**src/rtl/dpr_sqrt_cell.sv**
```systemverilog
// One cell of the square root chain: settles one result bit per cell.
`timescale 1ns / 1ps
module dpr_sqrt_cell #(
  parameter int SUM_W  = 70,
  parameter int ROOT_W = 34,
  parameter int BIT    = 0,
  parameter int SIDE_W = 8
) (
  input  logic              clk,
  input  logic              rst,
  input  logic              en,
  input  logic              in_valid,
  input  logic [SUM_W-1:0]  in_sum,
  input  logic [ROOT_W-1:0] in_root,
  input  logic [SUM_W-1:0]  in_root_sq,
  input  logic [SIDE_W-1:0] in_side,
  output logic              out_valid,
  output logic [SUM_W-1:0]  out_sum,
  output logic [ROOT_W-1:0] out_root,
  output logic [SUM_W-1:0]  out_root_sq,
  output logic [SIDE_W-1:0] out_side
);
  logic [SUM_W-1:0] cand_sq;
  logic             take;

  // (r + 2^b)^2 = r^2 + r*2^(b+1) + 2^(2b)
  assign cand_sq = in_root_sq + (SUM_W'(in_root) << (BIT + 1)) + (SUM_W'(1) << (2 * BIT));
  assign take    = (cand_sq <= in_sum);

  always_ff @(posedge clk) begin
    if (rst) begin
      out_valid <= 1'b0;
    end else if (en) begin
      out_valid <= in_valid;
    end
  end

  always_ff @(posedge clk) begin
    if (en) begin
      out_sum     <= in_sum;
      out_side    <= in_side;
      out_root    <= take ? (in_root | (ROOT_W'(1) << BIT)) : in_root;
      out_root_sq <= take ? cand_sq : in_root_sq;
    end
  end
endmodule

```
**config.mk**
```make
export PLATFORM = sky130hd
export DESIGN_NAME = dpr_sqrt_cell
export DESIGN_NICKNAME = d
export VERILOG_FILES = /design/src/rtl/dpr_sqrt_cell.sv
export SDC_FILE = /design/constraint.sdc
export NUM_CORES = 1
export LEC_CHECK = 0
export BUFFER_PORTS_ARGS = -buffer_cell sky130_fd_sc_hd__clkbuf_2
export CORE_ASPECT_RATIO = 1.1
export CORE_UTILIZATION = 30
export DETAILED_ROUTE_END_ITERATION = 10
export PLACE_DENSITY = 0.62
export SLEW_MARGIN = 5
export SYNTH_ARGS = -nofsm -noshare
export SYNTH_HDL_FRONTEND = slang
export SYNTH_SLANG_ARGS = --single-unit
```
**constraint.sdc**
```tcl
create_clock -name clk -period 6.2 [get_ports clk]
set_input_delay 0.62 -clock clk [delete_from_list [all_inputs] [get_ports clk]]
set_output_delay 0.62 -clock clk [all_outputs]
set_load 0.05 [all_outputs]
```
==> reports/qor.csv, run 1 <==
metric;value;unit
CP arrival;5740;ps
Min-Delay Path Class;primary input to flip-flop;
critical path startpoint;in_root_sq[0];
setup bufs post-CTS;0;
Mapped Cells;971;
Rows;73;
Clock Path Buffers;2;
Horiz. Die Dim;186.5;µm
Combinational Power Share;31.7;%
sequential share of the synthesized area;48.81;%
Max Freq;181.1;MHz
worst r2r src;out_valid$_SDFFE_PP0P_;
vias in the first global route;8910;
total CTS buffers;17;
Hold Buf Count CTS;0;
cell area after layout;14320;µm²
I/O Pins;369;
total negative slack;0;ps
Vias;8901;
initial antenna violation count;4;
overall global routing resource usage;17.85;%
ys async rst share;0;%
Placed Area;13760;µm²
CP endpoint kind;flip-flop;
Inst Count DP;1827;
Skew-Pair Late Insertion Delay;470;ps
grt total ovfl;0;
skew final;0;ps
Core Footprint;36540;µm²
final worst slack;678.6;ps
Via density;4.783;
switching pwr;1.401;mW
register-to-register setup slack;5610;ps
RSZ-0062 raised after global routing;false;
sw frac;36.77;%
CTS tree;built;
Main synth FF type;edfxtp_1;
H-tree Lvls;4;
drt wl/cell;18.17;µm
final worst path period need;5521;ps
FF-to-FF End;out_valid$_SDFFE_PP0P_;
Root Driver;clkbuf_16;
Synth Net Count;1262;
grt met3 use;4.917;%
Worst Path Required;6420;ps
worst hold slack;295.8;ps
crit path to;out_root_sq[66]$_DFFE_PP_;
Post-Place Worst Slack;226.2;ps
Reg clk slew, reported paths;70;ps
outcome;finished, final reports clean;
VDD IR max;0.1987;mV
met2 Resource Use GR;31.25;%
Final Power;3.808;mW
Routed Wire Length;33810;µm
Max FO, Critical Path;33;
fill cell count;3671;
Non-Filler Instances;1861;
ANT nets after route;0;
first-pass GRT wire length;51000;µm
Post-Syn Area;11240;µm²
max-cap violations;0;
Layout Nets;1650;
Mean Syn Cell Area;11.57;µm²
largest net degree at the start of global routing;65;
pwr dens;265.9;nW/µm²
Flop pwr share;40.3;%
Final Max Slew Viols;0;
# clock sinks;183;
number of synthesis warnings;0;
Area Overhead vs Synth;27.47;%
post-synthesis sequential element count;183;
P_leak;6.399;nW
Final Util;39.21;%
Post-DP HPWL;27730;µm
R2R depth;2;
CP Launch Type;primary input;
Resized Gates After CTS;0;
Initial DRC Count;407;
final number of hold-violating endpoints;0;
initial core utilization;30.76;%
Die Ht;205.0;µm
clock network fraction of total power;28.0;%
DRC Markers;0;
Setup CP Type;primary input to flip-flop;
Netlist cell types;77;
GR Layer Usage met1;21.13;%
full die area;38240;µm²
DR pass1 iterations;5;
Int Pwr;2.408;mW
routability congestion estimate;0.8176;
Post-synth EDFFs;182;
worst-margin pin slew;830.3;ps
final setup fails;0;
GR peak layer;met2;
Rel. slew slack;44.65;%
share of cells above drive strength 1;36.01;%
period utilization;89.05;%
IO buf count;368;
[cell usage in the layout, fill, tap and decap left out, types with 7 or more instances in the layout]
cell type and n:
nand2_1 66, xnor2_1 35, clkbuf_2 367, xor2_1 63
a21boi_0 10, nand3_1 24, o21ai_0 27, nor2_1 46
nand4_1 19, buf_4 18, and3_1 15, a21oi_1 64
nor3_1 22, clkbuf_16 17, a211oi_2 7, inv_1 85
mux2_2 30, a21o_1 21, ha_1 104, edfxtp_1 182
[cell families after synthesis]
group / synth area share, %
fa+ha+maj: 11.76
xor+xnor: 7.638
mux: 3.095
compound gates: 12.35
flops: 48.81
simple gates: 12.52
buf+inv: 3.830
[worst min path at each step]
stage | start | end | slack [ps] | depth (start not counted)
global route | rst | out_valid$_SDFFE_PP0P_ | 290 | 2
floorplan | rst | out_valid$_SDFFE_PP0P_ | 690 | 1
global placement | out_valid$_SDFFE_PP0P_ | out_valid$_SDFFE_PP0P_ | 470 | 2
detailed placement | out_valid$_SDFFE_PP0P_ | out_valid$_SDFFE_PP0P_ | 490 | 2
finish | rst | out_valid$_SDFFE_PP0P_ | 300 | 2
CTS | rst | out_valid$_SDFFE_PP0P_ | 270 | 2
[sequential cells by signal, indices dropped and copies added (netlist names)]
name,flops
out_side,8
out_valid,1
out_root,34
out_root_sq,70
out_sum,70
[cell usage after synthesis (4+ instances only)]
cell,number,share of area (%)
a31oi_1,6,0.33
clkbuf_1,7,0.23
o21ai_0,27,1.2
a221oi_1,4,0.31
a21boi_0,10,0.67
xnor2_1,35,2.7
nor3_1,22,0.98
nand2_1,66,2.2
inv_1,85,2.8
a211oi_1,6,0.40
nor3_2,6,0.53
o21a_1,5,0.33
nor4_1,5,0.28
a211oi_2,7,0.78
and2_1,6,0.33
nand2b_1,6,0.33
nor2_1,46,1.5
buf_2,8,0.36
a21o_1,21,1.4
a21oi_1,65,2.9
nor3b_1,4,0.27
buf_6,4,0.40
mux2_2,30,3.0
and3_1,15,0.84
xor2_1,63,4.9
nand4_1,19,1.1
o21bai_1,4,0.27
o211ai_1,6,0.40
nor4_2,4,0.45
o31ai_1,4,0.27
nor2b_1,6,0.33
edfxtp_1,182,49
nand3_1,24,1.1
ha_1,104,12
[worst max-delay path, stage by stage]
cell and delay [ps]:
clkbuf_2 130, inv_1 70, fa_1 450, nor2b_1 220, o2111ai_1 210, a211oi_2 430
o21ai_2 180, o21ai_1 210, o221ai_2 260, or3_1 470, xnor2_1 180, ha_1 290
nand4_1 170, nor4_4 440, and3_1 230, nand4_1 150, o211ai_1 230, nand2_4 120
buf_12 200, nor4_2 350, xor2_1 100
[layout make-up]
class | instances | area (µm²) | share of cell area, %
Clock buffer | 18 | 429.2 | 2.996
Sequential cell | 183 | 5485 | 38.29
Inverter | 85 | 319.1 | 2.227
Clock inverter | 14 | 125.1 | 0.8735
Tap cell | 487 | 609.3 | 4.254
Antenna cell | 2 | 5.005 | 0.03494
Timing Repair Buffer | 388 | 2026 | 14.14
Multi-Input combinational cell | 684 | 5325 | 37.18
[routing by layer]
metal  vias up  routed length [µm]
li1       4392                   -
met1      4193               14310
met2       275               16830
met3        37                2076
met4         4                 554
met5         -                  31
[power groups by stage]
stage	Sequential, mW	Clock [mW]	Combinational (mW)
floorplan	1.97	0	0.429
global placement	1.56	0	1.20
detailed placement	1.56	0	1.22
CTS	1.53	1.10	1.22
global route	1.54	1.14	1.31
finish	1.53	1.07	1.21
No activity file was read; power rests on OpenSTA's default activity.
==> inputs of run 2 (changes only) <==
- RECOVER_POWER: unset -> 25
==> run 2 against run 1 <==
The flow now finishes with violations (max-capacitance violations, max-slew violations). Clock skew is the same. Total power shrank 0.28%. Hold slack gained 2.1 ps. Flip-flop and latch count did not move. Sequential share of layout area rose by 0.35 points. Die area unchanged. Utilization is 0.36 points lower. Critical path type unchanged. Critical endpoint unchanged. Largest cell class unchanged.
==> reports/qor.csv, run 2 (synthesis gave the netlist of run 1 again) <==
metric;value;unit
grt total ovfl;0;
Rel. slew slack;-130.8;%
Max FO, Critical Path;33;
total negative slack;0;ps
Max Freq;182.4;MHz
final number of hold-violating endpoints;0;
overall global routing resource usage;17.85;%
Final Max Slew Viols;60;
DRC Markers;0;
share of cells above drive strength 1;28.86;%
Vias;8893;
pwr dens;267.6;nW/µm²
Post-DP HPWL;27730;µm
Resized Gates After CTS;0;
Root Driver;clkbuf_16;
flip-flop and latch area;5485;µm²
clock network fraction of total power;28.0;%
Initial DRC Count;472;
full die area;38240;µm²
Core Footprint;36540;µm²
total CTS buffers;17;
Clock Path Buffers;2;
met2 Resource Use GR;31.25;%
period utilization;88.41;%
initial core utilization;30.76;%
CP endpoint kind;flip-flop;
Min-Delay Path Class;primary input to flip-flop;
Rows;73;
CP arrival;5700;ps
sw frac;36.79;%
# clock sinks;183;
setup bufs post-CTS;0;
RSZ-0062 raised after global routing;false;
worst-margin pin slew;3462;ps
skew final;0;ps
failing checks;max-capacitance violations, max-slew violations;
Horiz. Die Dim;186.5;µm
Final Power;3.798;mW
Area Overhead vs Synth;26.30;%
Int Pwr;2.401;mW
register-to-register setup slack;5550;ps
Hold Buf Count CTS;0;
switching pwr;1.397;mW
fill cell count;3715;
biggest regs;out_root_sq x70, out_sum x70, out_root x34;
largest net degree at the start of global routing;65;
P_leak;6.105;nW
Skew-Pair Late Insertion Delay;470;ps
grt met3 use;4.917;%
Placed Area;13760;µm²
Die Ht;205.0;µm
Combinational Power Share;31.6;%
final setup fails;0;
final worst path period need;5481;ps
routability congestion estimate;0.8176;
cell area after layout;14190;µm²
Flop pwr share;40.4;%
Via density;4.779;
Reg clk slew, reported paths;70;ps
first-pass GRT wire length;51000;µm
commonest cells after routing, fill and taps aside;270 x clkbuf_2, 182 x edfxtp_1, 104 x ha_1, 99 x clkbuf_1, 85 x inv_1;
vias in the first global route;8910;
outcome;finished with violations;
Worst Path Required;6410;ps
VDD IR max;0.1978;mV
area of the multi-input gates;5325;µm²
initial antenna violation count;4;
GR Layer Usage met1;21.13;%
Routed Wire Length;33880;µm
Setup CP Type;primary input to flip-flop;
Layout Nets;1650;
DR pass1 iterations;5;
I/O Pins;369;
drt wl/cell;18.21;µm
CTS tree;built;
H-tree Lvls;4;
max-cap violations;1;
CP Launch Type;primary input;
GR peak layer;met2;
IO buf count;368;
ANT nets after route;0;
most common cell after layout, fill and taps aside;clkbuf_2;
-- run 2: cell types whose count changed in the layout (fill, tap and decap cells not counted) --
cell	delta
clkbuf_8	-1
clkbuf_1	+98
clkbuf_2	-97
-- run 2: worst paths after layout --
kind | cells past startpoint | end | from
worst max register to register | 2 | out_valid$_SDFFE_PP0P_ | out_valid$_SDFFE_PP0P_
worst min-delay path | 2 | out_valid$_SDFFE_PP0P_ | rst
worst min register to register | 2 | out_valid$_SDFFE_PP0P_ | out_valid$_SDFFE_PP0P_
worst max-delay path | 21 | out_root_sq[66]$_DFFE_PP_ | in_root_sq[0]
-- run 2: area by class of cell --
cell class                      count  share of cell area [%]
Clock inverter                     14                  0.8816
Multi-Input combinational cell    684                   37.52
Tap cell                          487                   4.293
Timing Repair Buffer              388                   13.35
Inverter                           85                   2.248
Clock buffer                       18                   3.024
Antenna cell                        2                 0.03526
Sequential cell                   183                   38.65
-- run 2: metrics by stage --
| stage | hold slack, ps | cells | util, % | worst slack [ps] |
|---|---|---|---|---|
| after floorplan | 692.4 | 971 | - | 1239 |
| after global placement | 472.7 | 1827 | 37.67 | 262.3 |
| after detailed placement | 492.9 | 1827 | 37.67 | 226.2 |
| after CTS | 266.0 | 1859 | 39.19 | 686.7 |
| after global routing | 287.5 | 1859 | 38.83 | 413.1 |
| final | 297.9 | 1861 | 38.85 | 718.7 |
-- run 2: power groups by stage --
stage          registers (mW)  clock network, mW  logic [mW]
6_report                 1.54               1.06        1.20
4_1_cts                  1.53               1.10        1.22
3_5_place_dp             1.56                  0        1.22
3_3_place_gp             1.56                  0        1.20
5_1_grt                  1.55               1.14        1.30
2_1_floorplan            1.97                  0       0.429
-- run 2: worst max-delay path, cell delays in order --
cell and delay, ps:
clkbuf_2 130, inv_1 70, fa_1 450, nor2b_1 220, o2111ai_1 210, a211oi_2 430, o21ai_2 180, o21ai_1 210
o221ai_2 260, or3_1 470, xnor2_1 180, ha_1 290, nand4_1 170, nor4_4 400, and3_1 220, nand4_1 150
o211ai_1 230, nand2_4 120, buf_12 200, nor4_2 350, xor2_1 100
-- run 2: metal layers --
metal  vias to the layer above  wire length [µm]
met2                       287             16890
met1                      4180             14400
li1                       4388                 -
met3                        34              2022
met4                         4               537
met5                         -                31
==> inputs of run 3 (changes only) <==
- CAP_MARGIN: unset -> 15
- CORE_MARGIN: unset -> 4
==> run 3 against run 2 <==
The flow still finishes with violations (max-capacitance violations, max-slew violations). Die area rose by 6.2%. Flip-flop and latch count is the same. Via count up 1.9%. Global-route usage decreased by 0.44 points. Utilization decreased by 0.23 points. Count of clock-buffer cells in the layout decreased by 1. Combinational power hardly changed. First-iteration DRC count rose by 3.4%. Sequential share of layout area is 0.29 points lower. Setup slack gained 18 ps. Final area rose by 0.76%. Non-clock buffer count did not move. Critical endpoint is now out_root_sq[43]$_DFFE_PP_. Largest cell class unchanged. Largest power group unchanged.
==> reports/qor.csv, run 3 (synthesis gave the netlist of run 1 again) <==
metric;value;unit
Final Util;38.61;%
DRC Markers;0;
Routed Wire Length;35700;µm
drt wl/cell;19.12;µm
Slowest-stage cell, CP;o221ai_2;
final setup fails;0;
P_leak;6.141;nW
Max Freq;183.1;MHz
skew final;0;ps
largest net degree at the start of global routing;71;
vias in the first global route;9162;
CP Launch Type;primary input;
Non-Filler Instances;1867;
final number of hold-violating endpoints;0;
Rows;74;
grt total ovfl;0;
R2R depth;2;
commonest cells after routing, fill and taps aside;265 x clkbuf_2, 182 x edfxtp_1, 104 x ha_1, 103 x clkbuf_1, 85 x inv_1;
HP Start;rst;
ANT nets after route;0;
Skew-Pair Late Insertion Delay;460;ps
setup bufs post-CTS;0;
worst-margin pin slew;4116;ps
Area Overhead vs Synth;27.26;%
CTS tree;built;
Setup CP Type;primary input to flip-flop;
Horiz. Die Dim;192.5;µm
CP endpoint kind;flip-flop;
Min-Delay Path Class;primary input to flip-flop;
Die Ht;211.0;µm
register-to-register setup slack;5550;ps
Root Driver;clkbuf_16;
Resized Gates After CTS;0;
CP peak stage delay;640;ps
Max FO, Critical Path;33;
crit path cell chain;clkbuf_1 > ha_1 > a21oi_2 > or3b_1 > o21ai_2 > o21ai_1 > o221ai_2 > buf_4 > nor2_1 > xor2_1 > ha_1 > nand4_1 > nor4_4 > and3_1 > nand4_1 > o211ai_1 > nand2_4 > buf_12 > nor3_1 > xor2_1;
share of cells above drive strength 1;28.64;%
I/O Pins;369;
most common cell after layout, fill and taps aside;clkbuf_2;
first-pass GRT wire length;53220;µm
Vias;9062;
Post-DP HPWL;29310;µm
total CTS buffers;17;
FF-to-FF End;out_valid$_SDFFE_PP0P_;
Initial DRC Count;488;
VDD IR max;0.1958;mV
Inst Count DP;1834;
total negative slack;0;ps
final worst path period need;5463;ps
WHS Path Cells;2;
initial core utilization;30.34;%
full die area;40620;µm²
DR pass1 iterations;5;
RSZ-0062 raised after global routing;false;
Core Footprint;37040;µm²
Layout Nets;1650;
# clock sinks;183;
Via density;4.854;
H-tree Lvls;4;
worst r2r src;out_valid$_SDFFE_PP0P_;
failing checks;max-capacitance violations, max-slew violations;
WHS Endpoint;out_valid$_SDFFE_PP0P_;
IO buf count;368;
pwr dens;279.8;nW/µm²
CP arrival;5650;ps
overall global routing resource usage;17.41;%
period utilization;88.11;%
Reg clk slew, reported paths;70;ps
Hold Buf Count CTS;0;
Worst Path Required;6390;ps
max-cap violations;1;
Rel. slew slack;-174.4;%
routability congestion estimate;0.8598;
initial antenna violation count;4;
outcome;finished with violations;
biggest regs;out_root_sq x70, out_sum x70, out_root x34;
Final Max Slew Viols;71;
Final Power;4.001;mW
Clock Path Buffers;2;
run 3: cell count changes in the layout (fill, tap and decap cells not counted), sizes merged:
cell	change
bufinv	+4
clkbuf	-1
clkinv	-6
diode	-1
inv	+3
run 3: critical path: cells and delay by family:
kind	cells	cell delay [ps]
XOR/XNOR	2	270
AO/OA/AOI/OAI	5	1580
buffers and inverters	3	570
adder cells (fa/ha/maj)	2	680
AND/OR/NAND/NOR	8	1930
run 3: layout make-up:
cell class / count / area, µm²
diodes: 1 / 2.502
clock buffers: 17 / 425.4
clock inverters: 15 / 236.5
fillers: 3757 / 22740
inverters: 85 / 319.1
multi-input cells: 684 / 5325
flip-flops and latches: 183 / 5485
well taps: 494 / 618.1
repair buffers: 388 / 1888
run 3: power by group:
| group | total [mW] | internal, mW | switching [mW] |
|---|---|---|---|
| sequential | 1.54 | 1.50 | 0.0329 |
| combinational | 1.21 | 0.341 | 0.864 |
| clock | 1.26 | 0.727 | 0.533 |
run 3: how the worst max path moves through the flow:
stage	from	end	slack [ps]	cells past startpoint
2_1_floorplan	in_root[28]	out_root_sq[66]$_DFFE_PP_	1240	19
3_3_place_gp	in_root[0]	out_root_sq[56]$_DFFE_PP_	290	20
3_5_place_dp	in_root[12]	out_root_sq[2]$_DFFE_PP_	250	19
4_1_cts	in_root[12]	out_root_sq[21]$_DFFE_PP_	740	19
5_1_grt	in_root[3]	out_root_sq[43]$_DFFE_PP_	390	21
6_report	in_root[12]	out_root_sq[43]$_DFFE_PP_	740	20
run 3: metal layers:
layer  track usage (%)  wire [µm]  vias up
li1                  -          -     4387
met3             4.380       2736       44
met2             29.86      17620      313
met1             21.38      14500     4312
met5                 0         41        -
met4             5.853        801        6
run 3: metrics by stage:
| step | hold WS [ps] | worst slack (ps) | area, µm² |
|---|---|---|---|
| floorplan | 692.4 | 1239 | 11240 |
| CTS | 269.5 | 737.2 | 14440 |
| global placement | 475.2 | 293.1 | 13770 |
| detailed placement | 488.0 | 247.4 | 13770 |
| finish | 304.6 | 737.1 | 14300 |
| global route | 300.5 | 387.4 | 14300 |
